[config.mk]
export PLATFORM = sky130hd
export DESIGN_NAME = joystick_drive_command_conditioner
export DESIGN_NICKNAME = d
export VERILOG_FILES = /design/src/rtl/jdcc_pkg.sv /design/src/rtl/jdcc_csu.sv /design/src/rtl/jdcc_radial.sv /design/src/rtl/joystick_drive_command_conditioner.sv
export VERILOG_INCLUDE_DIRS = /design/src /design/src/rtl
export SDC_FILE = /design/constraint.sdc
export NUM_CORES = 2
export LEC_CHECK = 0
export BUFFER_PORTS_ARGS = -buffer_cell sky130_fd_sc_hd__buf_4
export CAP_MARGIN = 20
export CORE_ASPECT_RATIO = 1.5
export CORE_MARGIN = 1
export CORE_UTILIZATION = 35
export CTS_BUF_LIST = sky130_fd_sc_hd__clkbuf_8
export CTS_CLUSTER_DIAMETER = 30
export DETAILED_ROUTE_END_ITERATION = 12
export SLEW_MARGIN = 40
export SYNTH_ARGS = -nofsm -noshare
export SYNTH_HDL_FRONTEND = slang
export SYNTH_SLANG_ARGS = --single-unit
[constraint.sdc]
create_clock -name clk_i -period 9.77 [get_ports clk_i]
set_clock_uncertainty 0.05 [all_clocks]
set_input_delay 0.977 -clock clk_i [delete_from_list [all_inputs] [get_ports clk_i]]
set_output_delay 0.977 -clock clk_i [all_outputs]
set_load 0.03 [all_outputs]
[src/rtl/joystick_drive_command_conditioner_defines.svh]
// ---------------------------------------------------------------------------
// Joystick drive command conditioner assertion macros
// Shared macros for the concurrent checks of the conditioner.
// ---------------------------------------------------------------------------
`ifndef JOYSTICK_DRIVE_COMMAND_CONDITIONER_DEFINES_SVH
`define JOYSTICK_DRIVE_COMMAND_CONDITIONER_DEFINES_SVH

// The consequent must hold in the same cycle as the antecedent.
`define JDCC_ASSERT_SAME(label, clk, rst_n, ante, cons) \
  label: assert property (@(posedge clk) disable iff (!rst_n) (ante) |-> (cons)) \
    else $error("joystick conditioner check failed");

// The consequent must hold in the cycle after the antecedent.
`define JDCC_ASSERT_NEXT(label, clk, rst_n, ante, cons) \
  label: assert property (@(posedge clk) disable iff (!rst_n) (ante) |=> (cons)) \
    else $error("joystick conditioner check failed");

`endif

[src/rtl/jdcc_pkg.sv]
// ---------------------------------------------------------------------------
// Joystick drive command conditioner package
// Widths, register indices, beep codes, request and response types and the
// velocity saturation function.
// ---------------------------------------------------------------------------
`default_nettype none

package jdcc_pkg;

  localparam int unsigned CSU_W = 36;
  localparam int unsigned VEL_W = 23;

  localparam logic signed [VEL_W-1:0] VEL_MAX = 23'sh3FFFFF;
  localparam logic signed [VEL_W-1:0] VEL_MIN = 23'sh400000;
  localparam logic [31:0] VEL_NEG_LIMIT = 32'd4194304;
  localparam logic [31:0] VEL_POS_LIMIT = 32'd4194303;

  localparam logic [2:0] CFG_DEADBAND_RADIUS     = 3'd0;
  localparam logic [2:0] CFG_SPIN_DEADBAND       = 3'd1;
  localparam logic [2:0] CFG_SLOW_GAIN_SHIFT     = 3'd2;
  localparam logic [2:0] CFG_FAST_GAIN_SHIFT     = 3'd3;
  localparam logic [2:0] CFG_SPIN_GAIN_SHIFT     = 3'd4;
  localparam logic [2:0] CFG_TOGGLE_HOLDOFF_MS   = 3'd5;
  localparam logic [2:0] CFG_CORRECT_DURATION_MS = 3'd6;

  localparam logic [14:0] RST_DEADBAND_RADIUS     = 15'd100;
  localparam logic [14:0] RST_SPIN_DEADBAND       = 15'd100;
  localparam logic [4:0]  RST_SLOW_GAIN_SHIFT     = 5'd11;
  localparam logic [4:0]  RST_FAST_GAIN_SHIFT     = 5'd10;
  localparam logic [4:0]  RST_SPIN_GAIN_SHIFT     = 5'd10;
  localparam logic [15:0] RST_TOGGLE_HOLDOFF_MS   = 16'd500;
  localparam logic [15:0] RST_CORRECT_DURATION_MS = 16'd1100;

  localparam logic [1:0] BEEP_NONE = 2'd0;
  localparam logic [1:0] BEEP_SLOW = 2'd1;
  localparam logic [1:0] BEEP_FAST = 2'd2;

  typedef struct packed {
    logic        start;
    logic [15:0] mag_x;
    logic [15:0] mag_y;
    logic        neg_x;
    logic        neg_y;
    logic [14:0] radius;
    logic [4:0]  gain_shift;
  } rad_req_t;

  typedef struct packed {
    logic                    done;
    logic signed [VEL_W-1:0] vel_x;
    logic signed [VEL_W-1:0] vel_y;
  } rad_rsp_t;

  function automatic logic signed [VEL_W-1:0] sat_vel(input logic neg, input logic [31:0] mag);
    logic signed [VEL_W-1:0] res;
    if (neg) begin
      if (mag > VEL_NEG_LIMIT) begin
        res = VEL_MIN;
      end else begin
        res = VEL_W'(~mag[VEL_W-1:0] + 1'b1);
      end
    end else begin
      if (mag > VEL_POS_LIMIT) begin
        res = VEL_MAX;
      end else begin
        res = mag[VEL_W-1:0];
      end
    end
    return res;
  endfunction

endpackage

`default_nettype wire

[src/rtl/jdcc_csu.sv]
// ---------------------------------------------------------------------------
// Compare-subtract unit
// Shared step of the square root and the division: difference and the flag
// that the first operand is not below the second.
// ---------------------------------------------------------------------------
`default_nettype none

module jdcc_csu (
  input  wire logic [jdcc_pkg::CSU_W-1:0] a_i,
  input  wire logic [jdcc_pkg::CSU_W-1:0] b_i,
  output logic      [jdcc_pkg::CSU_W-1:0] diff_o,
  output logic                            ge_o
);

  logic [jdcc_pkg::CSU_W:0] sub;

  assign sub    = {1'b0, a_i} - {1'b0, b_i};
  assign diff_o = sub[jdcc_pkg::CSU_W-1:0];
  assign ge_o   = ~sub[jdcc_pkg::CSU_W];

endmodule

`default_nettype wire

[src/rtl/jdcc_radial.sv]
// ---------------------------------------------------------------------------
// Radial deadband sequencer
// Squares the stick axes and, if the length is outside the deadband radius,
// takes it by a bit-pair square root, then scales each axis by a restoring
// division, all on one shared compare-subtract unit and one multiplier.
// ---------------------------------------------------------------------------
`default_nettype none

module jdcc_radial (
  input  wire logic               clk_i,
  input  wire logic               rst_ni,
  input  wire jdcc_pkg::rad_req_t req_i,
  input  wire logic               ack_i,
  output jdcc_pkg::rad_rsp_t      rsp_o
);

  localparam logic [3:0] S_IDLE  = 4'd0;
  localparam logic [3:0] S_SQX   = 4'd1;
  localparam logic [3:0] S_SQY   = 4'd2;
  localparam logic [3:0] S_SQR   = 4'd3;
  localparam logic [3:0] S_CMP   = 4'd4;
  localparam logic [3:0] S_SQRT  = 4'd5;
  localparam logic [3:0] S_DIFF  = 4'd6;
  localparam logic [3:0] S_MUL   = 4'd7;
  localparam logic [3:0] S_DLOAD = 4'd8;
  localparam logic [3:0] S_DIV   = 4'd9;
  localparam logic [3:0] S_DONE  = 4'd10;

  localparam int unsigned CW = jdcc_pkg::CSU_W;
  localparam int unsigned VW = jdcc_pkg::VEL_W;

  logic [3:0]  state_q, state_d;
  logic [4:0]  cnt_q, cnt_d;
  logic        axis_q, axis_d;

  logic [15:0] ax_q, ay_q;
  logic        negx_q, negy_q;
  logic [14:0] r_q;
  logic [4:0]  g_q;
  logic [47:0] prod_q;
  logic [31:0] s_q, s_d;
  logic [CW-1:0] rem_q, rem_d;
  logic [31:0] root_q, root_d;
  logic [31:0] sh_q, sh_d;
  logic [31:0] len_q, len_d;
  logic [31:0] diff_q, diff_d;
  logic [31:0] quo_q, quo_d;
  logic signed [VW-1:0] velx_q, velx_d, vely_q, vely_d;

  logic [15:0]   mul_a;
  logic [31:0]   mul_b;
  logic [CW-1:0] csu_a, csu_b, csu_diff;
  logic          csu_ge;
  logic [31:0]   quo_next;
  logic [31:0]   mag_scaled;
  logic signed [VW-1:0] vel_axis;

  jdcc_csu u_csu (
    .a_i    (csu_a),
    .b_i    (csu_b),
    .diff_o (csu_diff),
    .ge_o   (csu_ge)
  );

  always_comb begin
    mul_a = ax_q;
    mul_b = {16'h0, ax_q};
    case (state_q)
      S_SQY: begin
        mul_a = ay_q;
        mul_b = {16'h0, ay_q};
      end
      S_SQR: begin
        mul_a = {1'b0, r_q};
        mul_b = {17'h0, r_q};
      end
      S_MUL: begin
        mul_a = axis_q ? ay_q : ax_q;
        mul_b = diff_q;
      end
      default: begin
      end
    endcase
  end

  always_comb begin
    csu_a = '0;
    csu_b = '0;
    case (state_q)
      S_CMP: begin
        csu_a = CW'(prod_q[31:0]);
        csu_b = CW'(s_q);
      end
      S_SQRT: begin
        csu_a = {rem_q[CW-3:0], sh_q[31:30]};
        csu_b = CW'({root_q, 2'b01});
      end
      S_DIFF: begin
        csu_a = CW'(root_q);
        csu_b = CW'({r_q, 16'h0});
      end
      S_DIV: begin
        csu_a = CW'({rem_q[31:0], sh_q[31]});
        csu_b = CW'(len_q);
      end
      default: begin
      end
    endcase
  end

  assign quo_next   = {quo_q[30:0], csu_ge};
  assign mag_scaled = quo_next >> g_q;
  assign vel_axis   = jdcc_pkg::sat_vel(axis_q ? negy_q : negx_q, mag_scaled);

  always_comb begin
    state_d = state_q;
    cnt_d   = cnt_q;
    axis_d  = axis_q;
    s_d     = s_q;
    rem_d   = rem_q;
    root_d  = root_q;
    sh_d    = sh_q;
    len_d   = len_q;
    diff_d  = diff_q;
    quo_d   = quo_q;
    velx_d  = velx_q;
    vely_d  = vely_q;
    case (state_q)
      S_IDLE: begin
        if (req_i.start) begin
          velx_d  = '0;
          vely_d  = '0;
          state_d = S_SQX;
        end
      end
      S_SQX: begin
        state_d = S_SQY;
      end
      S_SQY: begin
        s_d     = prod_q[31:0];
        state_d = S_SQR;
      end
      S_SQR: begin
        s_d     = s_q + prod_q[31:0];
        state_d = S_CMP;
      end
      S_CMP: begin
        if (csu_ge) begin
          state_d = S_DONE;
        end else begin
          rem_d   = '0;
          root_d  = '0;
          sh_d    = s_q;
          cnt_d   = 5'd31;
          state_d = S_SQRT;
        end
      end
      S_SQRT: begin
        rem_d  = csu_ge ? csu_diff : csu_a;
        root_d = {root_q[30:0], csu_ge};
        sh_d   = {sh_q[29:0], 2'b00};
        cnt_d  = cnt_q - 5'd1;
        if (cnt_q == 5'd0) begin
          state_d = S_DIFF;
        end
      end
      S_DIFF: begin
        diff_d  = csu_diff[31:0];
        len_d   = root_q;
        axis_d  = 1'b0;
        state_d = S_MUL;
      end
      S_MUL: begin
        state_d = S_DLOAD;
      end
      S_DLOAD: begin
        rem_d   = CW'(prod_q[47:16]);
        sh_d    = {prod_q[15:0], 16'h0};
        quo_d   = '0;
        cnt_d   = 5'd31;
        state_d = S_DIV;
      end
      S_DIV: begin
        rem_d = csu_ge ? csu_diff : csu_a;
        quo_d = quo_next;
        sh_d  = {sh_q[30:0], 1'b0};
        cnt_d = cnt_q - 5'd1;
        if (cnt_q == 5'd0) begin
          if (axis_q) begin
            vely_d  = vel_axis;
            state_d = S_DONE;
          end else begin
            velx_d  = vel_axis;
            axis_d  = 1'b1;
            state_d = S_MUL;
          end
        end
      end
      S_DONE: begin
        if (ack_i) begin
          state_d = S_IDLE;
        end
      end
      default: begin
        state_d = S_IDLE;
      end
    endcase
  end

  always_ff @(posedge clk_i or negedge rst_ni) begin
    if (!rst_ni) begin
      state_q <= S_IDLE;
      cnt_q   <= '0;
      axis_q  <= 1'b0;
    end else begin
      state_q <= state_d;
      cnt_q   <= cnt_d;
      axis_q  <= axis_d;
    end
  end

  always_ff @(posedge clk_i) begin
    if (state_q == S_IDLE && req_i.start) begin
      ax_q   <= req_i.mag_x;
      ay_q   <= req_i.mag_y;
      negx_q <= req_i.neg_x;
      negy_q <= req_i.neg_y;
      r_q    <= req_i.radius;
      g_q    <= req_i.gain_shift;
    end
    prod_q <= {32'h0, mul_a} * {16'h0, mul_b};
    s_q    <= s_d;
    rem_q  <= rem_d;
    root_q <= root_d;
    sh_q   <= sh_d;
    len_q  <= len_d;
    diff_q <= diff_d;
    quo_q  <= quo_d;
    velx_q <= velx_d;
    vely_q <= vely_d;
  end

  assign rsp_o.done  = (state_q == S_DONE);
  assign rsp_o.vel_x = velx_q;
  assign rsp_o.vel_y = vely_q;

endmodule

`default_nettype wire

[src/rtl/joystick_drive_command_conditioner.sv]
// ---------------------------------------------------------------------------
// Joystick drive command conditioner
// One tick at a time: in_stall_o stays high from acceptance until the result
// is registered for output, after 96 compare-subtract steps outside the deadband.
// Reset clears speed mode, toggle and correction state and loads the defaults.
// ---------------------------------------------------------------------------
`default_nettype none

`include "joystick_drive_command_conditioner_defines.svh"

module joystick_drive_command_conditioner (
  input  wire logic               clk_i,
  input  wire logic               rst_ni,

  input  wire logic               cfg_valid_i,
  output logic                    cfg_ready_o,
  input  wire logic [2:0]         cfg_index_i,
  input  wire logic [15:0]        cfg_data_i,

  input  wire logic               in_valid_i,
  output logic                    in_stall_o,
  input  wire logic signed [15:0] stick_left_x_i,
  input  wire logic signed [15:0] stick_left_y_i,
  input  wire logic signed [15:0] stick_right_x_i,
  input  wire logic               speed_button_i,
  input  wire logic               correct_button_i,
  input  wire logic [31:0]        now_ms_i,

  output logic                    out_valid_o,
  input  wire logic               out_stall_i,
  output logic signed [22:0]      vel_x_o,
  output logic signed [22:0]      vel_y_o,
  output logic signed [22:0]      vel_rot_o,
  output logic                    fast_mode_o,
  output logic [1:0]              beep_count_o,
  output logic                    in_correction_o,
  output logic [31:0]             correct_elapsed_ms_o
);

  localparam int unsigned VW = jdcc_pkg::VEL_W;

  logic [14:0] radius_q;
  logic [14:0] spin_db_q;
  logic [4:0]  slow_shift_q;
  logic [4:0]  fast_shift_q;
  logic [4:0]  spin_shift_q;
  logic [15:0] holdoff_q;
  logic [15:0] duration_q;

  logic        mode_q, mode_d;
  logic [31:0] last_toggle_q, last_toggle_d;
  logic        corr_flag_q, corr_flag_d;
  logic [31:0] corr_start_q, corr_start_d;
  logic        busy_q;
  logic        out_valid_q;

  logic signed [VW-1:0] pend_rot_q, pend_rot_d;
  logic [1:0]           pend_beep_q, pend_beep_d;
  logic                 pend_corr_q, pend_corr_d;
  logic [31:0]          pend_elapsed_q, pend_elapsed_d;

  logic signed [VW-1:0] vel_x_q, vel_y_q, vel_rot_q;
  logic                 fast_mode_q;
  logic [1:0]           beep_q;
  logic                 corr_q;
  logic [31:0]          elapsed_q;

  logic               in_accept;
  logic               cfg_accept;
  logic               rad_ack;
  jdcc_pkg::rad_req_t rad_req;
  jdcc_pkg::rad_rsp_t rad_rsp;

  logic [15:0] mag_lx, mag_ly, mag_rx;
  logic [15:0] rot_excess;
  logic [31:0] rot_scaled;
  logic [31:0] holdoff_end;
  logic        toggle;
  logic        corr_start;
  logic        corr_active;
  logic [31:0] corr_start_ms;
  logic [31:0] elapsed;
  logic        beep_out;
  logic        beep_fast;

  assign in_accept   = in_valid_i && !in_stall_o;
  assign cfg_accept  = cfg_valid_i && cfg_ready_o;
  assign in_stall_o  = busy_q;
  assign cfg_ready_o = !busy_q;
  assign rad_ack     = rad_rsp.done && (!out_valid_q || !out_stall_i);

  assign mag_lx = stick_left_x_i[15]  ? 16'(~stick_left_x_i + 16'sd1)  : stick_left_x_i;
  assign mag_ly = stick_left_y_i[15]  ? 16'(~stick_left_y_i + 16'sd1)  : stick_left_y_i;
  assign mag_rx = stick_right_x_i[15] ? 16'(~stick_right_x_i + 16'sd1) : stick_right_x_i;

  always_comb begin
    holdoff_end   = last_toggle_q + {16'h0, holdoff_q};
    toggle        = speed_button_i && (holdoff_end < now_ms_i);
    mode_d        = toggle ? ~mode_q : mode_q;
    last_toggle_d = toggle ? now_ms_i : last_toggle_q;
    if (!toggle) begin
      pend_beep_d = jdcc_pkg::BEEP_NONE;
    end else if (mode_q) begin
      pend_beep_d = jdcc_pkg::BEEP_SLOW;
    end else begin
      pend_beep_d = jdcc_pkg::BEEP_FAST;
    end

    rot_excess = mag_rx - {1'b0, spin_db_q};
    rot_scaled = {rot_excess, 16'h0} >> spin_shift_q;
    if (mag_rx > {1'b0, spin_db_q}) begin
      pend_rot_d = jdcc_pkg::sat_vel(stick_right_x_i[15], rot_scaled);
    end else begin
      pend_rot_d = '0;
    end

    corr_start     = correct_button_i && !corr_flag_q;
    corr_active    = corr_flag_q || corr_start;
    corr_start_ms  = corr_start ? now_ms_i : corr_start_q;
    corr_start_d   = corr_start_ms;
    elapsed        = now_ms_i - corr_start_ms;
    corr_flag_d    = corr_active && !(elapsed > {16'h0, duration_q});
    pend_corr_d    = corr_active;
    pend_elapsed_d = corr_active ? elapsed : 32'h0;
  end

  always_comb begin
    rad_req.start      = in_accept;
    rad_req.mag_x      = mag_lx;
    rad_req.mag_y      = mag_ly;
    rad_req.neg_x      = stick_left_x_i[15];
    rad_req.neg_y      = stick_left_y_i[15];
    rad_req.radius     = radius_q;
    rad_req.gain_shift = mode_d ? fast_shift_q : slow_shift_q;
  end

  jdcc_radial u_radial (
    .clk_i  (clk_i),
    .rst_ni (rst_ni),
    .req_i  (rad_req),
    .ack_i  (rad_ack),
    .rsp_o  (rad_rsp)
  );

  always_ff @(posedge clk_i or negedge rst_ni) begin
    if (!rst_ni) begin
      radius_q      <= jdcc_pkg::RST_DEADBAND_RADIUS;
      spin_db_q     <= jdcc_pkg::RST_SPIN_DEADBAND;
      slow_shift_q  <= jdcc_pkg::RST_SLOW_GAIN_SHIFT;
      fast_shift_q  <= jdcc_pkg::RST_FAST_GAIN_SHIFT;
      spin_shift_q  <= jdcc_pkg::RST_SPIN_GAIN_SHIFT;
      holdoff_q     <= jdcc_pkg::RST_TOGGLE_HOLDOFF_MS;
      duration_q    <= jdcc_pkg::RST_CORRECT_DURATION_MS;
    end else if (cfg_accept) begin
      case (cfg_index_i)
        jdcc_pkg::CFG_DEADBAND_RADIUS:     radius_q     <= cfg_data_i[14:0];
        jdcc_pkg::CFG_SPIN_DEADBAND:       spin_db_q    <= cfg_data_i[14:0];
        jdcc_pkg::CFG_SLOW_GAIN_SHIFT:     slow_shift_q <= cfg_data_i[4:0];
        jdcc_pkg::CFG_FAST_GAIN_SHIFT:     fast_shift_q <= cfg_data_i[4:0];
        jdcc_pkg::CFG_SPIN_GAIN_SHIFT:     spin_shift_q <= cfg_data_i[4:0];
        jdcc_pkg::CFG_TOGGLE_HOLDOFF_MS:   holdoff_q    <= cfg_data_i;
        jdcc_pkg::CFG_CORRECT_DURATION_MS: duration_q   <= cfg_data_i;
        default: begin
        end
      endcase
    end
  end

  always_ff @(posedge clk_i or negedge rst_ni) begin
    if (!rst_ni) begin
      mode_q        <= 1'b0;
      last_toggle_q <= '0;
      corr_flag_q   <= 1'b0;
      corr_start_q  <= '0;
      busy_q        <= 1'b0;
      out_valid_q   <= 1'b0;
    end else begin
      if (in_accept) begin
        mode_q        <= mode_d;
        last_toggle_q <= last_toggle_d;
        corr_flag_q   <= corr_flag_d;
        corr_start_q  <= corr_start_d;
        busy_q        <= 1'b1;
      end else if (rad_ack) begin
        busy_q <= 1'b0;
      end
      if (rad_ack) begin
        out_valid_q <= 1'b1;
      end else if (!out_stall_i) begin
        out_valid_q <= 1'b0;
      end
    end
  end

  always_ff @(posedge clk_i) begin
    if (in_accept) begin
      pend_rot_q     <= pend_rot_d;
      pend_beep_q    <= pend_beep_d;
      pend_corr_q    <= pend_corr_d;
      pend_elapsed_q <= pend_elapsed_d;
    end
    if (rad_ack) begin
      vel_x_q     <= rad_rsp.vel_x;
      vel_y_q     <= rad_rsp.vel_y;
      vel_rot_q   <= pend_rot_q;
      fast_mode_q <= mode_q;
      beep_q      <= pend_beep_q;
      corr_q      <= pend_corr_q;
      elapsed_q   <= pend_elapsed_q;
    end
  end

  assign out_valid_o          = out_valid_q;
  assign vel_x_o              = vel_x_q;
  assign vel_y_o              = vel_y_q;
  assign vel_rot_o            = vel_rot_q;
  assign fast_mode_o          = fast_mode_q;
  assign beep_count_o         = beep_q;
  assign in_correction_o      = corr_q;
  assign correct_elapsed_ms_o = elapsed_q;

  assign beep_out  = out_valid_q && (beep_q != jdcc_pkg::BEEP_NONE);
  assign beep_fast = (beep_q == jdcc_pkg::BEEP_FAST);

  `JDCC_ASSERT_NEXT(a_accept_busy, clk_i, rst_ni, in_accept, busy_q)
  `JDCC_ASSERT_SAME(a_idle_no_result, clk_i, rst_ni, !busy_q, !rad_rsp.done)
  `JDCC_ASSERT_SAME(a_beep_matches_mode, clk_i, rst_ni, beep_out, fast_mode_q == beep_fast)

endmodule

`default_nettype wire

### Yosys cells after proc, flatten, opt, wreduce, memory -nomap -nowiden

Index checks and enable logic that the tools add are counted.

* logic and storage cells: 188
* bits in registers: 691
* input bits: 106
* output and inout port bits: 108

* mux-type cells: 50
* multiply operators: 1
* bitwise gates (word level): 7
* add/subtract/negate cells: 11
* eq/ne operators: 24
* shift operators: 2
* magnitude comparators: 7
* reductions and logical operators: 41

Operators by type and width (number)
* $mux W23: 11
* $pmux W36 S4: 1
* $pmux W34 S4: 1
* $pmux W32 S2: 2
* $pmux W32 S4: 1
* $pmux W34 S3: 1
* $mux W32: 3
* $pmux W32 S3: 1
* $pmux W23 S2: 2
* $mux W34: 2
* $gt A32 B22 Y1 const B: 2
* $gt A32 B23 Y1 const B: 2
* $shr A32 B5 Y32: 2
* $pmux W31 S2: 1
* $add A16 B2 Y16 const B: 3
* $mul A16 B32 Y48: 1
* $not A16 Y16: 3
* $pmux W16 S3: 1
* $add A23 B1 Y23 const B: 2
* $not A23 Y23: 2
* $pmux W4 S11: 1
* $sub A36 B34 Y37: 1
* $add A32 B16 Y32: 1
* $add A32 B32 Y32: 1
* 36 further kinds: 95

### Depth between registers and ports, before layout

* word-level depth: 12
* mapped depth: 36
* mapped depth without buffers: 32

### Cells and area by module

A second synthesis with hierarchy kept.

* cells, all modules: 5900
* area, all modules: 57662.8 µm²

By module, submodules not included
* jdcc_radial: area an instance 36229.7 µm², seq. area each 10970.5 µm², instances 1, cells an instance 3755
* joystick_drive_command_conditioner: area an instance 19164.6 µm², seq. area each 8552.0 µm², instances 1, cells an instance 1818
* jdcc_csu: area an instance 2268.4 µm², seq. area each 0.0 µm², instances 1, cells an instance 327

### Least setup slack after synthesis

Ideal clock, no wire load.

* path kind: reg-to-reg
* start: reg u_radial.state_q[2]
* end: reg u_radial.prod_q[46]
* clock period less this slack: 8.845 ns
* data arrival time: 8.723 ns
* library setup time: 0.072 ns
* setup slack: 0.925 ns
* cell stages (with the launch flop): 31
* buffers on the path: 4
* required time: 9.648 ns
* path through: dfrtp_1 > clkbuf_1 > clkbuf_1 > clkbuf_1 > nor2_1 > clkbuf_1 > nor2_1 > o21ai_1 > nand2_1 > fa_1 > fa_1 > fa_1 > fa_1 > inv_1 > fa_1 > inv_1 > fa_1 > inv_1 > ha_1 > o21a_1 > o2bb2ai_1 > o211a_1 > o31ai_1 > a21oi_1 > o21ai_1 > a21oi_1 > o21ai_0 > or4_1 > a31o_2 > a21oi_1 > xnor2_1

* longest elaborated chain between the ends: 3
* elaborated cells on any way between the ends: 6
* those cells by class: 1 x mul; 3 x eq/ne; 2 x mux

Ends and longest elaborated chain
* start, declared: RTL line jdcc_radial.sv:32 `logic [3:0] state_q, state_d;`
* start signal, assigned: RTL line jdcc_radial.sv:216 `state_q <= state_d;`
* $eq A4 B3 Y1 / $eq A4 B2 Y1 (equally long branches): RTL line jdcc_radial.sv:68 `case (state_q)`
* $pmux W16 S3 / $pmux W32 S3 (equally long branches): RTL line jdcc_radial.sv:68
* $mul A16 B32 Y48 *: RTL line jdcc_radial.sv:231 `prod_q <= {32'h0, mul_a} * {16'h0, mul_b};`
* end signal, assigned: RTL line jdcc_radial.sv:231
* end, declared: RTL line jdcc_radial.sv:40 `logic [47:0] prod_q;`

Mark *: on every way between the ends. The rest lies on a longest branch, timed or not.
A chain may end at the register's enable or synchronous reset.

### Worst setup path after layout

* start: reg u_radial.state_q[0]
* end: reg u_radial.prod_q[45]

The elaborated chain is that of the path after synthesis.

==> results_dict.tcl <==
set metrics [dict create \
    ff2ff_path_depth 30 \
    slew_viol_final 0 \
    end_kind "flip-flop" \
    die_x_um 329.7 \
    path_max_fanout 20 \
    reg2reg_from "u_radial.state_q[0]" \
    critPathArrivalTime_ps 10030 \
    first_global_vias 46010 \
    whs_ps 270.1 \
    hold_class "in2reg" \
    nNetsFinal 6723 \
    grt_usage_pct 22.25 \
    crit_top_cell "fa_1" \
    core_area_sq_mm 0.1601 \
    die_area_sq_mm 0.1628 \
    leakage_nw 27.59 \
    insertion_delay_ps 900 \
    ant_nets 0 \
    critPathKind "reg2reg" \
    multiInputGateArea_sq_mm 0.03372 \
    post-cts-setup-buffer-count 0 \
    crit_slowest_cell "a32o_1" \
    final-seq-area_sq_mm 0.01952 \
    ys_seq_area_share_pct 34.62 \
    num_vias 44130 \
    routed_wl_um 180500 \
    p_seq_share_pct 36.0 \
    synth_edf_count 488 \
    setup_viol 0 \
    power.switching_w 0.003186 \
    synth_seq_cells 691 \
    antenna_found_initial 3 \
    drt-initial-drc-count 3228 \
    async_reset_ff_share_pct 22.43 \
    combPwrFrac_pct 26.2 \
    finish.instance_area_sq_mm 0.06422 \
    syn_area_per_cell_sq_um 9.919 \
    post_drt_wl_per_cell_um 22.23 \
    grt_max_degree 94 \
    worst-r2r-setup-slack_ps 480 \
    grt_overflow_total 0 \
    finalCritPeriodShare_pct 95.08 \
    p_per_area_mw_per_mm2 152.1 \
    tns_ps 0 \
    syn_nets 6515 \
    reg2reg_to "u_radial.prod_q[45]" \
    gp_congestion 0.9775 \
    yosys.area.top_type "edfxtp_1" \
    p_sw_share_pct 32.62 \
    min_from "stick_left_y_i[0]" \
    worst_slack_ps 481.2 \
    dp_hpwl_um 139900 \
    ys_warn_count 0 \
    syn-instance-count 5685 \
    whs_path_depth 1 \
    grt_pass1_wl_um 275200 \
    h-tree-depth 4 \
    ys.flop_type "edfxtp_1" \
    placed_area_sq_mm 0.06063 \
    root_buffer "clkbuf_8" \
    tritoncts "yes" \
    vias_per_cell 5.435 \
    status "complete, no violations" \
    synth_area_leaders "edfxtp_1 (26%), fa_1 (15%), ha_1 (6.7%), dfrtp_1 (5.9%), nand2_1 (4.5%)" \
    clock.fmax_ghz 0.1077 \
    layout_commonest_cell "nand2_1" \
    layout_common_cells "nand2_1 (671), inv_1 (627), edfxtp_1 (488)" \
    floorplan.initialDensity_pct 35.22 \
    yosysUniqueCellTypes 112 \
    drive_gt1_share_pct 14.56 \
    io_buffers 213 \
    num-fill-cells 15610 \
    rsz0062_at_grt "no" \
    min_to "u_radial.ay_q[0]" \
    syn_area_sq_mm 0.05639 \
    dpl_worst_slack_ps 598.0 \
    ir_drop_mv 0.1383 \
    path_clk_slew_ps 70 \
    cts_made_buffers 150 \
    yosys.area.top_type_share_pct 25.99 \
    fin_crit_ps 9289 \
    cpPeakStageDelay_ps 660 \
    hold_violations 0 \
    p_clk_share_pct 37.8 \
    p_int_w 0.006583 \
    relSlewSlack_pct 41.34 \
    synthToLayoutAreaGrowth_pct 13.89 \
    cp.required_ps 10510 \
    drc_errors 0 \
    rows 180 \
    worst_pin_slew_ps 868.8 \
    die_h_um 493.6 \
    cts.sinks 691 \
    drt_first_pass_iters 7 \
    cts_buffer_depth 3 \
    max-cap-violations 0 \
    worstSetupStartpointType "flip-flop" \
    io-pin-count 214 \
]
-- state kept, by name (all words and copies together) (netlist names), 31 cells and up --
name / count
correct_elapsed_ms_o: 32
corr_start_q: 32
u_radial.len_q: 32
u_radial.quo_q: 31
u_radial.sh_q: 32
u_radial.diff_q: 32
pend_elapsed_q: 32
u_radial.prod_q: 48
u_radial.rem_q: 34
u_radial.s_q: 32
last_toggle_q: 32
u_radial.root_q: 32
-- cell usage after synthesis, types with 43 or more instances --
library cell and number:
xor2_1 72, nor2_1 459, a222oi_1 46, a21oi_1 242, mux2_2 117, nand3_1 72, xnor2_1 141, nand2b_1 80
mux4_2 44, o21ai_0 271, clkbuf_1 228, nand2_1 672, a211oi_1 46, and2_1 127, o21a_1 43, a21o_1 92
and3_1 66, inv_1 609, fa_1 423, mux2i_1 119, dfrtp_1 132, dfxtp_1 48, edfxtp_1 488, nor3_1 67
ha_1 301
-- what timing repair did --
item | 4_1_cts | 5_1_grt
hold buffers | 1 | 0
gates resized for setup | 0 | 0
endpoints found under the hold margin | 38 | 0
-- kinds of logic (layout without fill, tap and decap cells) --
kind of cell / after synthesis / in the layout / synth area share, %
muxes: 281 / 281 / 6.226
AOI/OAI and AO/OA: 1136 / 1136 / 13.68
adders and majority gates: 724 / 724 / 21.70
buffers and inverters: 883 / 1221 / 5.982
DFF: 691 / 691 / 34.62
xor gates and xnor gates: 213 / 213 / 3.308
and+or+nand+nor: 1757 / 1757 / 14.49
other: 0 / 3 / 0
-- critical path: cells and delay by family (launching register included) --
family	cells	cell delay, ps
buffers and inverters	5	380
xor gates and xnor gates	1	130
AOI/OAI and AO/OA	12	3490
adders and majority gates	7	3380
and+or+nand+nor	5	1220
DFF	1	530
-- layout make-up --
type                            instances  share of cell area, %
Multi-Input combinational cell       4111                  52.51
Timing Repair Buffer                  326                  3.916
Sequential cell                       691                  30.40
Antenna cell                            3                0.01169
Clock buffer                          161                  3.450
Clock inverter                        121                  2.046
Inverter                              613                  3.587
Tap cell                             2093                  4.078
-- power groups by stage --
stage	combinational, W	sequential, W	clock, W
after floorplan	0.00189	0.00352	0
after global placement	0.00248	0.00357	0
after detailed placement	0.00253	0.00358	0
after CTS	0.00255	0.00352	0.00379
after global routing	0.00283	0.00355	0.00391
final	0.00256	0.00352	0.00369
-- worst max-delay path by stage --
stage | startpoint | endpoint | slack (ps) | cells past startpoint
after floorplan | u_radial.state_q[2] | u_radial.prod_q[46] | 930 | 30
after global placement | u_radial.state_q[0] | u_radial.prod_q[47] | 570 | 30
after detailed placement | u_radial.state_q[3] | u_radial.prod_q[47] | 600 | 31
after CTS | u_radial.state_q[0] | u_radial.prod_q[47] | 520 | 30
after global routing | u_radial.state_q[0] | u_radial.prod_q[45] | 20 | 30
final | u_radial.state_q[0] | u_radial.prod_q[45] | 480 | 30
-- stage by stage --
| stage | std cells | utilization, % | power [W] |
|---|---|---|---|
| 6_report | 8119 | 40.11 | 0.009769 |
| 5_1_grt | 8119 | 40.11 | 0.01029 |
| 4_1_cts | 8114 | 40.07 | 0.009861 |
| 3_5_place_dp | 7831 | 37.86 | 0.006106 |
| 3_3_place_gp | 7828 | 37.81 | 0.006054 |
| 2_1_floorplan | 5685 | - | 0.005413 |
-- per-layer routing --
metal / routed length (um) / track usage [%] / part of all wire, %
met5: 0 / 0 / 0
met4: 10070 / 11.79 / 5.6
met3: 8622 / 2.904 / 4.8
met2: 92170 / 39.52 / 51
met1: 69620 / 25.85 / 39
Power figures use the tool's default switching activity.
